===== src/hw/rtl/gfnv_pkg.sv =====
`timescale 1ns / 1ps
// ----------------------------------------------------------------------------
// gfnv_pkg
// shared codes and types for the gf2 basis / null-vector block
// ----------------------------------------------------------------------------
package gfnv_pkg;

  // action codes carried by an input item
  localparam logic [1:0] ACT_ADD   = 2'd0;
  localparam logic [1:0] ACT_SOLVE = 2'd1;
  localparam logic [1:0] ACT_CLEAR = 2'd2;

  // reset value of the column count register
  localparam logic [5:0] NUM_COLUMNS_RST = 6'd8;

  typedef enum logic [1:0] {
    ST_IDLE,
    ST_FWD,
    ST_BWD,
    ST_DONE
  } state_t;

  // per-cell row control from the sequencer
  typedef struct packed {
    logic row_valid;
    logic wr_en;
  } row_ctl_t;

endpackage


===== src/hw/rtl/gfnv_cell.sv =====
`timescale 1ns / 1ps
// ----------------------------------------------------------------------------
// gfnv_cell
// one basis row with its one-hot pivot; forward reduce stage and backward
// back-substitution stage, each registered toward its neighbor
// ----------------------------------------------------------------------------
module gfnv_cell #(
  parameter int VB = 32
) (
  input  logic                clk,
  input  logic                rst_n,
  input  gfnv_pkg::row_ctl_t  row_ctl,
  input  logic [VB-1:0]       wr_row,
  input  logic [VB-1:0]       colmask,
  input  logic                fwd_vld_in,
  input  logic [VB-1:0]       fwd_rem_in,
  input  logic [VB-1:0]       fwd_used_in,
  output logic                fwd_vld_out,
  output logic [VB-1:0]       fwd_rem_out,
  output logic [VB-1:0]       fwd_used_out,
  input  logic                bwd_vld_in,
  input  logic [VB-1:0]       bwd_s_in,
  output logic                bwd_vld_out,
  output logic [VB-1:0]       bwd_s_out
);

  logic [VB-1:0] row_r;
  logic [VB-1:0] piv_r;

  logic          fwd_vld_r;
  logic [VB-1:0] fwd_rem_r, fwd_rem_nxt;
  logic [VB-1:0] fwd_used_r, fwd_used_nxt;
  logic          bwd_vld_r;
  logic [VB-1:0] bwd_s_r, bwd_s_nxt;

  logic          hit;
  logic          in_cols;
  logic [VB-1:0] above;
  logic          par;

  always_comb begin
    // row takes part in solve only if its pivot lies below the column count
    in_cols      = row_ctl.row_valid && (|(piv_r & colmask));
    hit          = row_ctl.row_valid && (|(fwd_rem_in & piv_r));
    fwd_rem_nxt  = hit ? (fwd_rem_in ^ row_r) : fwd_rem_in;
    fwd_used_nxt = fwd_used_in | (in_cols ? piv_r : '0);
    above        = ~(piv_r | (piv_r - VB'(1)));
    par          = ^(row_r & bwd_s_in & above & colmask);
    bwd_s_nxt    = bwd_s_in | ((in_cols && par) ? piv_r : '0);
  end

  always_ff @(posedge clk) begin
    if (row_ctl.wr_en) begin
      row_r <= wr_row;
      piv_r <= wr_row & (~wr_row + VB'(1));
    end
  end

  always_ff @(posedge clk) begin
    if (!rst_n) begin
      fwd_vld_r <= 1'b0;
      bwd_vld_r <= 1'b0;
    end else begin
      fwd_vld_r <= fwd_vld_in;
      bwd_vld_r <= bwd_vld_in;
    end
  end

  always_ff @(posedge clk) begin
    fwd_rem_r  <= fwd_rem_nxt;
    fwd_used_r <= fwd_used_nxt;
    bwd_s_r    <= bwd_s_nxt;
  end

  assign fwd_vld_out  = fwd_vld_r;
  assign fwd_rem_out  = fwd_rem_r;
  assign fwd_used_out = fwd_used_r;
  assign bwd_vld_out  = bwd_vld_r;
  assign bwd_s_out    = bwd_s_r;

endmodule


===== config.mk =====
export PLATFORM = sky130hd
export DESIGN_NAME = gfnv_cell
export DESIGN_NICKNAME = d
export VERILOG_FILES = /design/src/hw/rtl/gfnv_pkg.sv /design/src/hw/rtl/gfnv_cell.sv
export SDC_FILE = /design/constraint.sdc
export NUM_CORES = 1
export LEC_CHECK = 0
export BUFFER_PORTS_ARGS = -buffer_cell sky130_fd_sc_hd__buf_2
export CAP_MARGIN = 20
export CORE_MARGIN = 2
export CORE_UTILIZATION = 52
export CTS_CLUSTER_DIAMETER = 40
export DETAILED_ROUTE_END_ITERATION = 7
export PLACE_DENSITY = 0.85
export SLEW_MARGIN = 10
export SYNTH_ARGS = -nofsm -noshare
export SYNTH_HDL_FRONTEND = slang
export SYNTH_SLANG_ARGS = --single-unit

===== constraint.sdc =====
create_clock -name clk -period 5.05 [get_ports clk]
set_input_delay 0.2525 -clock clk [delete_from_list [all_inputs] [get_ports clk]]
set_output_delay 0.2525 -clock clk [all_outputs]
set_load 0.005 [all_outputs]

==> flow_summary.toml, run 1 <==
[run_status]
status = "completed"

[grt]
antenna_found_initial = 2
gr-total-overflow = 0
grt_pass1_vias = 5716
grt_max_degree = 64
track_usage_pct = 31.7
grt_pass1_wl_mm = 31.3

[clocking]
cts_buffers = 17
cts_setup_buffers = 0
clock_latency_ns = 0.43
cts.sinks = 161
cts_resized = 0
cts_max_path_buffers = 2
hold_buffers = 20
tritoncts = "built"
cts_root_buf = "clkbuf_16"
htreeDepth = 4
clkTransAtPathRegs_ns = 0.06

[pwr]
switching_share_pct = 25.6
power.total_mw = 3.34
comb_power_share_pct = 16.3
power.density_nw_per_um2 = 376
p_sw_uw = 856
power_frac_seq_pct = 46.3
p_int_mw = 2.49
p_leak_nw = 3.82
p_clk_share_pct = 37.4
irDropWorstVdd_v = 0.000327

[sta]
worstMarginPinSlew_ns = 0.823
setup_slack_ns = 1.42
tns_ns = 0
rsz0062_at_grt = "no"
relSlewSlack_pct = 45.1
fin_crit_ns = 3.63
setup_viol_count_final = 0
slew_violations = 0
hold_viol = 0
fin_crit_sh_pct = 71.9
fmax_mhz = 275
worst_clock_skew_ns = 0.00692

[yosys]
ys_types = 52
ys_seq_area_share_pct = 58.4
ys_ff_latch = 161
synth_edf_count = 63
synthCells = 563
yosys_most_used_dff = "dfxtp_1"
yosysWarnings = 0
syn_area_per_cell_um2 = 11.7
ys_async_sr_fraction_pct = 0
syn_area_um2 = 6600
syn_nets = 730

[placement]
port_buffers = 263
post-place-ws_ns = 1.48
hpwl_mm = 16.1
gp_congestion = 0.932

[final_layout]
final_common_cell = "buf_2"
nets = 1025
n_fill_cell = 926
final_layout_size_suffix_gt1_share_pct = 35.4
finish.utilization_pct = 71.1
final_cell_mix = "buf_2 (263), dfxtp_1 (98), nand2_1 (71)"
area_growth_pct = 34.8

[die]
core_area_um2 = 12500
start_util_pct = 52.7
fp.dieW_um = 117
fp-row-count = 41
die_h_um = 117
ios = 264
dieArea_um2 = 13600

[setup_path]
required_ns = 5.35
end_kind = "flip-flop"
arrival_ns = 3.93
start_kind = "flip-flop"
worstSetupPathType = "reg2reg"
worst-path-max-fanout = 15

[drt]
dr.pass1.iters = 5
drcViolationCount = 0
drtIter0Drc = 505
vias = 5838
via_per_inst = 5.58
drt_wl_total_mm = 21.4
ant_nets = 0
wl_per_cell_um = 20.4

[flow_run]
cap_violations = 0

[worst_hold_path]
hold_path_class = "in2reg"
## flip-flops by register name, summed over array words and instances, names as in the netlist
name,count
fwd_rem_out,32
fwd_used_out,32
bwd_s_out,32
fwd_vld_out,1
row_r,32
bwd_vld_out,1
piv_r,31
## path summary, 6_finish.rpt
path | startpoint | slack, ns | cells after the start | end
worst min register to register | row_r[16] | 0.55 | 2 | fwd_rem_out[16]
worst max register to register | piv_r[4] | 1.42 | 9 | bwd_s_out[17]
worst min-delay path | fwd_used_in[24] | 0.01 | 2 | fwd_used_out[24]
worst max-delay path | piv_r[4] | 1.42 | 9 | bwd_s_out[17]
## cells by family (layout without fill, tap and decap cells)
logic type | Yosys count | after routing | share of synthesized area [%]
simple gates | 235 | 235 | 21.1
fa+ha+maj | 1 | 1 | 0.190
xor+xnor | 53 | 53 | 8.07
mux | 5 | 5 | 0.796
flops | 161 | 161 | 58.4
buf+inv | 21 | 329 | 1.48
compound gates | 87 | 87 | 10.0
other cells | 0 | 3 | 0
## final cells by class
cell class | instances | area [µm²] | share of cell area [%]
clock buffer | 23 | 512 | 5.75
timing repair buffer | 288 | 1550 | 17.5
antenna | 3 | 7.51 | 0.0843
tap | 172 | 215 | 2.42
multi-input combinational | 381 | 2650 | 29.8
sequential | 161 | 3850 | 43.3
inverter | 9 | 33.8 | 0.380
clock inverter | 9 | 75.1 | 0.843
## power groups by stage
stage	clock, mW	combinational [mW]	sequential, mW
2_1_floorplan	0	0.229	1.57
3_3_place_gp	0	0.512	1.57
3_5_place_dp	0	0.524	1.57
4_1_cts	1.26	0.541	1.54
5_1_grt	1.32	0.587	1.56
6_report	1.25	0.546	1.55
## routing by layer
metal | global-route usage (%) | vias up | wire (µm)
li1 | - | 2676 | -
met1 | 38.9 | 2765 | 8060
met2 | 52.8 | 344 | 10600
met3 | 8.98 | 49 | 2070
met4 | 13.3 | 4 | 574
met5 | 0 | - | 24
## through the flow
stage	hold slack, ns	cell area, µm²	instances
after global routing	0.00580	8890	1043
after floorplan	0.350	6600	563
after detailed placement	0.436	8110	991
after global placement	0.432	8110	991
after CTS	0.0000354	8890	1043
final	0.0124	8900	1046
## cells in the mapped netlist (all sizes together), types with 7 or more instances
master | count | area [µm²]
a22o | 9 | 78.8
nor2 | 25 | 93.8
o21bai | 32 | 240
nand4 | 7 | 43.8
nand2b | 32 | 200
edfxtp | 63 | 1890
dfxtp | 98 | 1960
nand4b | 17 | 149
nor4b | 7 | 61.3
nor4 | 8 | 86.3
nand3 | 8 | 40.0
inv | 9 | 33.8
a22oi | 15 | 113
a221oi | 11 | 96.3
and4b | 9 | 90.1
nor3 | 13 | 70.1
nand2 | 72 | 273
xnor2 | 42 | 368
clkbuf | 7 | 26.3
## critical path, cell delays in order (launching register included)
cell      delay (ns)
edfxtp_1        0.48
nor4_1          0.64
nand4_1         0.43
nor4_1          0.42
mux2_2          0.39
xnor2_1         0.15
xnor3_1         0.23
xnor3_1         0.39
buf_4           0.26
o21bai_1        0.12
(Power assumes the default switching activity.)
==> inputs of run 2 (changes only) <==
- ABC_AREA: not set -> 1
- CORE_UTILIZATION: 52 -> 46
- PLACE_DENSITY: 0.85 -> 0.77
- clock period: 5.05 -> 3.3 ns (I/O delays scaled with it)
==> run 2 against run 1 <==
Critical path depth rose by 4. Flip-flop and latch count did not move. First-iteration DRC count rose by 66%. Register-to-register slack got worse by 0.93 ns. Sequential power rose by 51%. Global-route usage fell by 0.10 points. Die area rose by 29%. Non-clock buffer count rose by 113. Area after synthesis rose by 15%. Utilization fell by 2.5 points. Largest power group unchanged. Critical path type is now in2reg. Worst setup slack got worse by 1.1 ns.
==> flow_summary.toml, run 2 <==
[clocking]
clock_latency_ns = 0.43
cts_max_path_buffers = 2
cts_setup_buffers = 0
clkTransAtPathRegs_ns = 0.07
cts.sinks = 161
tritoncts = "built"
cts_resized = 0
cts_root_buf = "clkbuf_16"
cts_buffers = 17
htreeDepth = 4
hold_buffers = 130

[drt]
drt_wl_total_mm = 28.0
vias = 8167
ant_nets = 0
wl_per_cell_um = 17.9
drtIter0Drc = 839
drcViolationCount = 0
via_per_inst = 5.22
dr.pass1.iters = 5

[yosys]
ys_types = 34
syn_area_um2 = 7580
synth_edf_count = 63
yosys.area.top_type = "dfxtp_1"
ys_async_sr_fraction_pct = 0
netlist_top_cells_count = "nand2_1 (239), inv_1 (146), dfxtp_1 (98)"
syn_area_per_cell_um2 = 8.10
synth_top_area_share_pct = 25.9
yosys_most_used_dff = "dfxtp_1"
synth_area_leaders = "dfxtp_1 (26%), edfxtp_1 (25%), nand2_1 (12%), inv_1 (7.2%), nor2_1 (4.8%)"
synth_most_common_cell = "nand2_1"
ys_seq_area_share_pct = 50.9
synthCells = 935
syn_nets = 1102
yosysWarnings = 0
ys_ff_latch = 161

[sta]
slew_violations = 0
worstMarginPinSlew_ns = 0.881
rsz0062_at_grt = "no"
setup_slack_ns = 0.337
tns_ns = 0
hold_viol = 0
fin_crit_ns = 2.96
relSlewSlack_pct = 41.2
setup_viol_count_final = 0
fmax_mhz = 337
worst_clock_skew_ns = 0.0189
fin_crit_sh_pct = 89.8

[final_layout]
final_common_cell = "buf_2"
finish.utilization_pct = 68.6
diodes = 0
final_area_um2 = 11000
nets = 1502
n_fill_cell = 1282
area_growth_pct = 44.9
final_layout_size_suffix_gt1_share_pct = 24.0
final_cell_mix = "buf_2 (263), nand2_1 (239), inv_1 (146)"

[die]
start_util_pct = 47.4
fp.dieW_um = 132
die_h_um = 132
dieArea_um2 = 17500
ios = 264
fp-row-count = 46
core_area_um2 = 16000

[placement]
port_buffers = 263
postPlaceCellArea_um2 = 9100
post-place-ws_ns = 0.579
gp_congestion = 0.984
hpwl_mm = 19.4

[pwr]
power.total_mw = 5.16
power.density_nw_per_um2 = 470
irDropWorstVdd_v = 0.000363
p_leak_nw = 5.32

[setup_path]
cp_slowest_cell = "dlygate4sd3_1"
r2r-end = "bwd_s_out[22]"
start_kind = "primary input"
crit_top_cell = "nor2_1"
cp_top_family = "simple AND/OR/NAND/NOR gates"
r2r_start = "row_r[0]"
worst-path-max-fanout = 5
worstSetupPathType = "in2reg"
path_cells = "dlygate4sd3_1, buf_2, nor2_1, nand4_1, nor2_1, nand4_1, nor2_1, nand4_1, nor2_1, nand2_1, nor2_1, inv_1, nor3_1"
reg2reg_slack_ns = 0.49
r2r_cells = 17
cpPeakStageDelay_ns = 0.53
end_kind = "flip-flop"
crit_path_start = "wr_row[1]"
critPathBufInv = 3
required_ns = 3.53
arrival_ns = 3.19

[grt]
grt_pass1_wl_mm = 42.7
grt_pass1_vias = 8095
track_usage_pct = 31.6
antenna_found_initial = 1
gr-total-overflow = 0
grt_max_degree = 64

[run_status]
status = "completed"

[worst_hold_path]
holdCritStartpoint = "fwd_rem_in[18]"
hold_path_class = "in2reg"
holdPathStages = 2
hold_end = "fwd_rem_out[18]"

[flow_run]
cap_violations = 0
[run 2: cell types whose count changed after synthesis, moves of 7 or more]
cell,before,now
a22oi_1,15,0
and4b_1,9,0
inv_1,9,146
nand2_1,71,239
nand2b_1,32,0
nand3_1,8,70
nand4_1,7,58
nand4b_1,17,0
nor2_1,25,97
nor4b_1,7,0
xnor2_1,42,31
[run 2: power breakdown]
part	total (mW)	leakage, nW	switching [mW]	internal (mW)
sequential	2.34	1.43	0.0980	2.24
clock	1.93	0.272	0.803	1.13
combinational	0.884	3.61	0.477	0.407
[run 2: layer usage]
layer  vias up  GRT usage (%)  routed length (µm)
met4         2           15.1                1210
met1      3744           37.8               10700
li1       3852              -                   -
met5         -              0                  13
met3        93           6.46                2390
met2       476           54.2               13600
[run 2: kinds of logic (layout without fill, tap and decap cells)]
| group | count (synthesis) | after routing | share of synthesized area (%) |
|---|---|---|---|
| mux | 1 | 1 | 0.149 |
| fa+ha+maj | 1 | 1 | 0.165 |
| buf+inv | 171 | 584 | 9.02 |
| xor+xnor | 31 | 31 | 3.58 |
| compound gates | 66 | 66 | 6.77 |
| simple gates | 504 | 504 | 29.5 |
| flops | 161 | 161 | 50.9 |
[run 2: worst reg2reg max path, cell delays in order, from the launching register on]
cell	delay, ns
edfxtp_1	0.52
nor2_2	0.22
nand2_1	0.12
nor2_2	0.27
nand2_1	0.17
nand2_1	0.14
nand2_1	0.07
nand2_1	0.08
nand2_1	0.05
nand2_1	0.10
nand3_1	0.10
nand2_1	0.08
nand2_1	0.05
nand2_1	0.10
inv_2	0.05
nand2_4	0.31
nand4_1	0.19
nand2_1	0.13
[run 2: metrics by stage]
step / instances / hold WS, ns
floorplan: 935 / 0.257
global placement: 1401 / 0.342
detailed placement: 1401 / 0.351
CTS: 1563 / 0.0142
global route: 1564 / 0.00476
finish: 1564 / 0.0185
[run 2: final cells by class]
class / count / area, µm² / area share, %
clock buffer: 22 / 454 / 4.14
clock inverter: 10 / 113 / 1.03
inverter: 151 / 567 / 5.16
multi-input combinational: 603 / 3040 / 27.7
sequential: 161 / 3850 / 35.1
tap: 216 / 270 / 2.46
timing repair buffer: 401 / 2690 / 24.4
[run 2: how the worst max path moves through the flow]
stage	to	slack, ns	cells past startpoint
detailed placement	bwd_s_out[8]	0.58	17
CTS	piv_r[30]	0.49	13
global placement	bwd_s_out[8]	0.59	17
floorplan	bwd_s_out[9]	1.19	17
finish	piv_r[30]	0.34	13
global route	piv_r[30]	0.12	13
